**config.mk**
```make
export PLATFORM = sky130hd
export DESIGN_NAME = modular_exponentiation
export DESIGN_NICKNAME = d
export VERILOG_FILES = /design/src/design/mexp_pkg.sv /design/src/design/modular_exponentiation.sv /design/src/design/mexp_mulmod.sv /design/src/design/mexp_sequencer.sv
export VERILOG_INCLUDE_DIRS = /design/src /design/src/design
export SDC_FILE = /design/constraint.sdc
export NUM_CORES = 2
export LEC_CHECK = 0
export ABC_AREA = 1
export BUFFER_PORTS_ARGS = -buffer_cell sky130_fd_sc_hd__buf_2
export CORE_MARGIN = 5
export CORE_UTILIZATION = 61
export DETAILED_ROUTE_END_ITERATION = 8
export PLACE_DENSITY = 0.89
export SLEW_MARGIN = 20
export SYNTH_ARGS = -nofsm -noshare
export SYNTH_HDL_FRONTEND = slang
export SYNTH_HIERARCHICAL = 1
export SYNTH_SLANG_ARGS = --single-unit
```
**constraint.sdc**
```tcl
create_clock -name clk -period 17.1 [get_ports clk]
set_clock_uncertainty 0.2 [all_clocks]
set_input_delay 3.42 -clock clk [delete_from_list [all_inputs] [get_ports clk]]
set_output_delay 3.42 -clock clk [all_outputs]
set_load 0.05 [all_outputs]
```
**src/design/modular_exponentiation_defines.svh**
```systemverilog
// Assertion macros shared by the modular exponentiation design files.
`ifndef MODULAR_EXPONENTIATION_DEFINES_SVH
`define MODULAR_EXPONENTIATION_DEFINES_SVH

// Same-cycle implication, checked on every rising edge outside reset.
`define MEXP_ASSERT_NOW(label, clk, rst_n, ante, cons, msg) \
	label: assert property (@(posedge clk) disable iff (!rst_n) (ante) |-> (cons)) \
		else $error(msg);

// Next-cycle implication, checked on every rising edge outside reset.
`define MEXP_ASSERT_NEXT(label, clk, rst_n, ante, cons, msg) \
	label: assert property (@(posedge clk) disable iff (!rst_n) (ante) |=> (cons)) \
		else $error(msg);

`endif

```
**src/design/mexp_pkg.sv**
```systemverilog
// Types, constants and the microcode program of the modular exponentiation block.
package mexp_pkg;

	// Width of the stream and configuration fields.
	localparam int DATA_BITS = 32;
	// Operand width used by the arithmetic (8 to 32); wider field bits are dropped.
	localparam int OPERAND_BITS = 32;
	localparam int CNT_BITS = $clog2(OPERAND_BITS);
	localparam int PROD_BITS = 2 * OPERAND_BITS;
	localparam int RED_CNT_BITS = $clog2(PROD_BITS);
	localparam int PC_BITS = 4;

	// Configuration register indexes.
	localparam logic REG_EXPONENT = 1'b0;
	localparam logic REG_MODULUS = 1'b1;

	// Microprogram step addresses.
	localparam logic [PC_BITS-1:0] PC_TAKE = 4'd0;
	localparam logic [PC_BITS-1:0] PC_CHECK = 4'd1;
	localparam logic [PC_BITS-1:0] PC_BRED = 4'd2;
	localparam logic [PC_BITS-1:0] PC_INIT = 4'd3;
	localparam logic [PC_BITS-1:0] PC_SQR = 4'd4;
	localparam logic [PC_BITS-1:0] PC_TST = 4'd5;
	localparam logic [PC_BITS-1:0] PC_MUL = 4'd6;
	localparam logic [PC_BITS-1:0] PC_NXT = 4'd7;
	localparam logic [PC_BITS-1:0] PC_DONE = 4'd8;
	localparam logic [PC_BITS-1:0] PC_BAD = 4'd9;

	typedef enum logic [1:0] {OPA_BASE, OPA_ONE, OPA_ACC} opa_sel_t;
	typedef enum logic [1:0] {OPB_ONE, OPB_ACC, OPB_B} opb_sel_t;
	typedef enum logic [1:0] {DST_NONE, DST_B, DST_ACC} dst_sel_t;
	typedef enum logic [2:0] {JC_NONE, JC_ALWAYS, JC_MZERO, JC_EBIT_CLR, JC_CNT_NZ} jcond_t;
	typedef enum logic [1:0] {MM_IDLE, MM_RED, MM_DONE} mm_state_t;

	typedef struct packed {
		logic take;
		logic mul;
		opa_sel_t opa;
		opb_sel_t opb;
		dst_sel_t dst;
		logic cnt_load;
		logic cnt_dec;
		logic emit;
		logic bad;
		jcond_t jc;
		logic [PC_BITS-1:0] target;
	} ucode_word_t;

	typedef struct packed {
		logic in_valid;
		logic m_zero;
		logic e_bit;
		logic cnt_zero;
		logic mul_done;
		logic out_free;
	} seq_status_t;

	typedef struct packed {
		ucode_word_t word;
		logic mul_start;
		logic advance;
	} seq_ctrl_t;

	// The control store: one word per step.
	function automatic ucode_word_t ucode_rom(input logic [PC_BITS-1:0] pc);
		ucode_word_t w;
		w = '{take: 1'b0, mul: 1'b0, opa: OPA_ONE, opb: OPB_ONE, dst: DST_NONE,
			cnt_load: 1'b0, cnt_dec: 1'b0, emit: 1'b0, bad: 1'b0,
			jc: JC_ALWAYS, target: PC_TAKE};
		case (pc)
			PC_TAKE: begin
				w.take = 1'b1;
				w.jc = JC_NONE;
			end
			PC_CHECK: begin
				w.jc = JC_MZERO;
				w.target = PC_BAD;
			end
			PC_BRED: begin
				w.mul = 1'b1;
				w.opa = OPA_BASE;
				w.opb = OPB_ONE;
				w.dst = DST_B;
				w.jc = JC_NONE;
			end
			PC_INIT: begin
				w.mul = 1'b1;
				w.opa = OPA_ONE;
				w.opb = OPB_ONE;
				w.dst = DST_ACC;
				w.cnt_load = 1'b1;
				w.jc = JC_NONE;
			end
			PC_SQR: begin
				w.mul = 1'b1;
				w.opa = OPA_ACC;
				w.opb = OPB_ACC;
				w.dst = DST_ACC;
				w.jc = JC_NONE;
			end
			PC_TST: begin
				w.jc = JC_EBIT_CLR;
				w.target = PC_NXT;
			end
			PC_MUL: begin
				w.mul = 1'b1;
				w.opa = OPA_ACC;
				w.opb = OPB_B;
				w.dst = DST_ACC;
				w.jc = JC_NONE;
			end
			PC_NXT: begin
				w.cnt_dec = 1'b1;
				w.jc = JC_CNT_NZ;
				w.target = PC_SQR;
			end
			PC_DONE: begin
				w.emit = 1'b1;
			end
			PC_BAD: begin
				w.emit = 1'b1;
				w.bad = 1'b1;
			end
			default: begin
				w.jc = JC_ALWAYS;
			end
		endcase
		return w;
	endfunction

endpackage

```
**src/design/modular_exponentiation.sv**
```systemverilog
// Top level of the modular exponentiation block: ports, registers and datapath.
//
// Channel  Dir  Signals                          Contents
// s        in   s_tvalid s_tready s_tdata[31:0]  base
// m        out  m_tvalid m_tready m_tdata[31:0]  power_mod, m_tuser[0] bad_modulus
// cfg      in   cfg_we cfg_index cfg_wdata[31:0] 0 exponent, 1 modulus
//
// A zero modulus skips every multiplication and answers with the error flag set.
// Each of the modular multiplications runs in the shared mulmod unit.
// Reset sets exponent and modulus to 1 and puts the sequencer at its fetch step.
// A result waits in the output register while the next base is already taken;
// the sequencer holds at its emit step only while that register is still full.

`include "modular_exponentiation_defines.svh"

module modular_exponentiation
	import mexp_pkg::*;
(
	input  logic                 clk,
	input  logic                 arst_n,
	input  logic                 s_tvalid,
	output logic                 s_tready,
	input  logic [DATA_BITS-1:0] s_tdata,   // [31:0] base
	output logic                 m_tvalid,
	input  logic                 m_tready,
	output logic [DATA_BITS-1:0] m_tdata,   // [31:0] power_mod
	output logic [0:0]           m_tuser,   // [0] bad_modulus
	input  logic                 cfg_we,
	input  logic                 cfg_index,
	input  logic [DATA_BITS-1:0] cfg_wdata
);

	// Configuration registers, held in their low operand bits.
	logic [OPERAND_BITS-1:0] exp_q, mod_q;
	// Working registers: latched base, reduced base, accumulator, bit counter.
	logic [OPERAND_BITS-1:0] base_q, b_q, acc_q;
	logic [CNT_BITS-1:0] cnt_q;
	// Output register.
	logic out_valid_q, out_bad_q;
	logic [OPERAND_BITS-1:0] out_data_q;

	logic [OPERAND_BITS-1:0] op_a, op_b, mm_result;
	logic mm_done;
	seq_status_t status;
	seq_ctrl_t ctrl;
	logic step_ok;

	// Configuration writes land directly; indexes beyond the list are ignored.
	always_ff @(posedge clk or negedge arst_n) begin
		if (!arst_n) begin
			exp_q <= OPERAND_BITS'(1);
			mod_q <= OPERAND_BITS'(1);
		end else if (cfg_we) begin
			case (cfg_index)
				REG_EXPONENT: exp_q <= cfg_wdata[OPERAND_BITS-1:0];
				REG_MODULUS: mod_q <= cfg_wdata[OPERAND_BITS-1:0];
				default: ;
			endcase
		end
	end

	// The input is ready only at the fetch step of the program.
	assign s_tready = ctrl.word.take;
	assign step_ok = ctrl.advance;

	// Operand selection for the shared multiply-reduce unit.
	always_comb begin
		case (ctrl.word.opa)
			OPA_BASE: op_a = base_q;
			OPA_ONE: op_a = OPERAND_BITS'(1);
			OPA_ACC: op_a = acc_q;
			default: op_a = OPERAND_BITS'(1);
		endcase
		case (ctrl.word.opb)
			OPB_ONE: op_b = OPERAND_BITS'(1);
			OPB_ACC: op_b = acc_q;
			OPB_B: op_b = b_q;
			default: op_b = OPERAND_BITS'(1);
		endcase
	end

	mexp_mulmod u_mulmod (
		.clk    (clk),
		.arst_n (arst_n),
		.start  (ctrl.mul_start),
		.a      (op_a),
		.b      (op_b),
		.m      (mod_q),
		.done   (mm_done),
		.result (mm_result)
	);

	always_comb begin
		status.in_valid = s_tvalid;
		status.m_zero = (mod_q == '0);
		status.e_bit = exp_q[cnt_q];
		status.cnt_zero = (cnt_q == '0);
		status.mul_done = mm_done;
		status.out_free = !out_valid_q || m_tready;
	end

	mexp_sequencer u_sequencer (
		.clk    (clk),
		.arst_n (arst_n),
		.status (status),
		.ctrl   (ctrl)
	);

	// The base is captured on its transfer; results of multiplies land when the step retires.
	always_ff @(posedge clk) begin
		if (s_tvalid && s_tready) base_q <= s_tdata[OPERAND_BITS-1:0];
		if (step_ok && ctrl.word.mul) begin
			case (ctrl.word.dst)
				DST_B: b_q <= mm_result;
				DST_ACC: acc_q <= mm_result;
				default: ;
			endcase
		end
		if (step_ok && ctrl.word.emit) begin
			out_data_q <= ctrl.word.bad ? '0 : acc_q;
			out_bad_q <= ctrl.word.bad;
		end
	end

	// The bit counter walks the exponent from its top bit down to bit zero.
	always_ff @(posedge clk or negedge arst_n) begin
		if (!arst_n) begin
			cnt_q <= '0;
		end else if (step_ok && ctrl.word.cnt_load) begin
			cnt_q <= CNT_BITS'(OPERAND_BITS - 1);
		end else if (step_ok && ctrl.word.cnt_dec) begin
			cnt_q <= cnt_q - 1'b1;
		end
	end

	always_ff @(posedge clk or negedge arst_n) begin
		if (!arst_n) begin
			out_valid_q <= 1'b0;
		end else if (step_ok && ctrl.word.emit) begin
			out_valid_q <= 1'b1;
		end else if (m_tready) begin
			out_valid_q <= 1'b0;
		end
	end

	assign m_tvalid = out_valid_q;
	assign m_tdata = DATA_BITS'(out_data_q);
	assign m_tuser = out_bad_q;

	`MEXP_ASSERT_NOW(a_bad_zero, clk, arst_n, m_tvalid && m_tuser[0], m_tdata == '0,
		"error result carries nonzero data")

endmodule

```
**src/design/mexp_mulmod.sv**
```systemverilog
// Multiply then reduce modulo m by shift-subtract, one product bit per cycle.
`include "modular_exponentiation_defines.svh"

module mexp_mulmod
	import mexp_pkg::*;
(
	input  logic                    clk,
	input  logic                    arst_n,
	input  logic                    start,
	input  logic [OPERAND_BITS-1:0] a,
	input  logic [OPERAND_BITS-1:0] b,
	input  logic [OPERAND_BITS-1:0] m,
	output logic                    done,
	output logic [OPERAND_BITS-1:0] result
);

	localparam logic [RED_CNT_BITS-1:0] RED_LAST = RED_CNT_BITS'(PROD_BITS - 1);

	mm_state_t state_q, state_d;
	logic [PROD_BITS-1:0] prod_q;
	logic [PROD_BITS-1:0] prod_w;
	logic [OPERAND_BITS-1:0] rem_q;
	logic [OPERAND_BITS-1:0] m_q;
	logic [RED_CNT_BITS-1:0] cnt_q;
	logic [OPERAND_BITS:0] trial;
	logic [OPERAND_BITS:0] diff;
	logic load, shift, rem_ok;

	assign prod_w = PROD_BITS'(a) * PROD_BITS'(b);
	assign trial = {rem_q, prod_q[PROD_BITS-1]};
	assign diff = trial - {1'b0, m_q};
	assign rem_ok = rem_q < m_q;

	always_comb begin
		state_d = state_q;
		case (state_q)
			MM_IDLE: if (start) state_d = MM_RED;
			MM_RED: if (cnt_q == RED_LAST) state_d = MM_DONE;
			MM_DONE: state_d = MM_IDLE;
			default: state_d = MM_IDLE;
		endcase
	end

	always_comb begin
		load = 1'b0;
		shift = 1'b0;
		done = 1'b0;
		case (state_q)
			MM_IDLE: load = start;
			MM_RED: shift = 1'b1;
			MM_DONE: done = 1'b1;
			default: ;
		endcase
	end

	always_ff @(posedge clk or negedge arst_n) begin
		if (!arst_n) begin
			state_q <= MM_IDLE;
			cnt_q <= '0;
		end else begin
			state_q <= state_d;
			if (load) cnt_q <= '0;
			else if (shift) cnt_q <= cnt_q + 1'b1;
		end
	end

	always_ff @(posedge clk) begin
		if (load) begin
			prod_q <= prod_w;
			rem_q <= '0;
			m_q <= m;
		end else if (shift) begin
			prod_q <= {prod_q[PROD_BITS-2:0], 1'b0};
			if (trial >= {1'b0, m_q}) rem_q <= diff[OPERAND_BITS-1:0];
			else rem_q <= trial[OPERAND_BITS-1:0];
		end
	end

	assign result = rem_q;

	`MEXP_ASSERT_NOW(a_rem_reduced, clk, arst_n, done && (m_q != '0), rem_ok,
		"remainder not below modulus at completion")
	`MEXP_ASSERT_NOW(a_start_idle, clk, arst_n, start, state_q == MM_IDLE,
		"multiply started while unit busy")

endmodule

```
**src/design/mexp_sequencer.sv**
```systemverilog
// Microprogram sequencer: step counter, control store lookup, waits and jumps.
`include "modular_exponentiation_defines.svh"

module mexp_sequencer
	import mexp_pkg::*;
(
	input  logic        clk,
	input  logic        arst_n,
	input  seq_status_t status,
	output seq_ctrl_t   ctrl
);

	logic [PC_BITS-1:0] pc_q;
	logic issued_q;
	ucode_word_t word;
	logic stall, jump;

	assign word = ucode_rom(pc_q);

	always_comb begin
		stall = (word.take && !status.in_valid) ||
			(word.mul && !status.mul_done) ||
			(word.emit && !status.out_free);
		case (word.jc)
			JC_NONE: jump = 1'b0;
			JC_ALWAYS: jump = 1'b1;
			JC_MZERO: jump = status.m_zero;
			JC_EBIT_CLR: jump = !status.e_bit;
			JC_CNT_NZ: jump = !status.cnt_zero;
			default: jump = 1'b0;
		endcase
		ctrl.word = word;
		ctrl.advance = !stall;
		ctrl.mul_start = word.mul && !issued_q;
	end

	always_ff @(posedge clk or negedge arst_n) begin
		if (!arst_n) begin
			pc_q <= PC_TAKE;
			issued_q <= 1'b0;
		end else begin
			if (ctrl.advance) begin
				pc_q <= jump ? word.target : pc_q + 1'b1;
				issued_q <= 1'b0;
			end else if (ctrl.mul_start) begin
				issued_q <= 1'b1;
			end
		end
	end

	`MEXP_ASSERT_NEXT(a_single_start, clk, arst_n, ctrl.mul_start, !ctrl.mul_start,
		"multiply issued twice for one step")

endmodule

```
==> run_results.csv <==
group,metric,value,unit
status,status,"complete, but fails checks",
status,violations,"design-rule violations",
global_route,met1_usage,41.60,%
setup_path,r2r-start,"u_sequencer/pc_q[0]",
global_route,grt_overflow,0,
hold_path,min_to,"u_mulmod/state_q[0]",
placed_design,place_ws,7.591,ns
sta,fin_setup_tns,0,ns
setup_path,slowest_delay,0.57,ns
power_and_ir_drop,power.density,104.9,nW/µm²
synthesis,syn_nets,8138,
power_and_ir_drop,peakVddDrop,0.1591,mV
routing,num_vias,43522,
setup_path,arrival,9.87,ns
layout,fillers,6883,
clock_network,cts.sinks,340,
hold_path,hp-start,"u_mulmod/cnt_q[5]",
sta,fin_ws,7.340,ns
clock_network,clk_latency,0.57,ns
sta,finalMaxSlewViolations,0,
placed_design,port_buffers,104,
sta,hold_viol_final,0,
job,cap_violations,0,
sta,worstMarginPinSlew,0.9574,ns
synthesis,syn_area_per_cell,7.691,µm²
power_and_ir_drop,p_leak,33.35,nW
setup_path,worstSetupEndpointType,"flip-flop",
global_route,antenna_found_initial,1,
global_route,top_usage_layer,"met2",
floorplanning,die_w,304.3,µm
global_route,grt_usage,32.49,%
routing,antenna_left,0,
placed_design,hpwl,115600,µm
routing,drt-initial-drc-count,4469,
routing,drt_pass1_iterations,9,
clock_network,cts_made_buffers,38,
sta,rsz0062_at_grt,"no",
global_route,grt_pass1_wl,240900,µm
layout,synthToLayoutAreaGrowth,5.768,%
routing,drc,2,
layout,multi_input_area,35030,µm²
clock_network,clk_pin_slew_worst_paths,0.06,ns
global_route,grt_use_met3,5.978,%
sta,period_share,57.07,%
floorplanning,dieHeight,304.3,µm
floorplanning,core,86350,µm²
layout,final_util,64.70,%
setup_path,critPathMaxFanout,32,
synthesis,syn_area,52820,µm²
global_route,grt_pass1_vias,46095,
floorplanning,start_util,61.17,%
clock_network,cts_resized,0,
synthesis,ys.warnings.count,6,
floorplanning,die_area,92570,µm²
sta,setup_viol,0,
placed_design,place_congestion,1.006,
layout,drive_gt1_share,6.087,%
sta,timing.slew.headroom,36.18,%
setup_path,cp_slowest_cell,"fa_1",
global_route,met2_usage,54.03,%
setup_path,critical_path_class,"reg -> reg",
global_route,grt_max_degree,91,
sta,whs,0.2564,ns
setup_path,required,17.21,ns
hold_path,hold_depth,1,
clock_network,postCtsSetupBuffers,0,
routing,wl,148700,µm
setup_path,reg2reg_to,"u_mulmod/prod_q[56]",
hold_path,hold_path.class,"reg -> reg",
power_and_ir_drop,total_power,5.859,mW
clock_network,htree_num_levels,2,
layout,seq_area,9477,µm²
routing,wl_per_cell,18.53,µm
floorplanning,rows,108,
synthesis,synthCells,6868,
routing,drt-vias-per-instance,5.425,
clock_network,clock_path_buffers,3,
floorplanning,ioPinCount,105,
setup_path,reg2regPathDepth,35,
clock_network,cts_root_buf,"clkbuf_16",
setup_path,r2r_slack,7.34,ns
sta,fmax,102.5,MHz
layout,nets,8108,
setup_path,critPathLaunchType,"flip-flop",
clock_network,holdBufCountCts,0,
sta,fin_crit,9.760,ns
clock_network,cts_tree,"done",
routing by layer:
metal / share of wire (%) / wire length (µm)
met4: 5.5 / 8240
met3: 11 / 16460
met1: 36 / 53900
met2: 47 / 70080
met5: 0.0074 / 11
state kept, by name (all words and copies together), names as in the netlist:
name,count
m_tdata,32
u_sequencer/pc_q,4
acc_q,32
m_tvalid,1
b_q,32
u_mulmod/m_q,32
m_tuser,1
u_mulmod/state_q,2
u_sequencer/issued_q,1
u_mulmod/prod_q,64
base_q,32
exp_q,32
u_mulmod/result,32
mod_q,32
cnt_q,5
u_mulmod/cnt_q,6
through the flow:
step	area, µm²	instances
4_1_cts	55860	8022
6_report	55870	8023
5_1_grt	55860	8022
3_5_place_dp	54560	7953
2_1_floorplan	52820	6868
3_3_place_gp	54560	7953
worst max path at each step:
stage / from / end / slack [ns]
2_1_floorplan: u_sequencer/pc_q[0] / u_mulmod/prod_q[48] / 9.03
3_3_place_gp: u_sequencer/pc_q[0] / u_mulmod/prod_q[37] / 7.77
3_5_place_dp: u_sequencer/pc_q[0] / u_mulmod/prod_q[37] / 7.59
4_1_cts: u_sequencer/pc_q[0] / u_mulmod/prod_q[56] / 7.55
5_1_grt: u_sequencer/pc_q[0] / u_mulmod/prod_q[44] / 6.93
6_report: u_sequencer/pc_q[0] / u_mulmod/prod_q[56] / 7.34
layout make-up:
type	count	area share [%]
Clock buffer	45	1.863
Tap cell	1155	2.587
Sequential cell	340	16.96
Multi-Input combinational cell	4280	62.70
Antenna cell	1	0.004479
Inverter	1993	13.40
Timing Repair Buffer	185	2.031
Clock inverter	24	0.4546
worst max-delay path: cells and delay by family, from the launching register on:
family,cells,cell delay (ns)
AOI/OAI and AO/OA,1,0.48
adders and majority gates,11,5.02
buffers and inverters,10,1.45
DFF,1,0.42
and+or+nand+nor,13,1.93
layout by cell type, fill, tap and decap left out, drive strengths merged, types with 47 or more instances in the layout:
cell type  instances
nand2           2262
buf              185
dfrtp             81
edfxtp           225
o21ai            147
nand3b            47
a21oi            110
ha               303
fa               897
inv             1994
nor2             213
nand3            183
power by group:
group	switching, mW	total [mW]	internal [mW]
clock network	0.365	0.855	0.490
registers	0.192	1.41	1.22
logic	2.56	3.59	1.03
total	3.12	5.86	2.74
No activity file was read; power rests on OpenSTA's default activity.
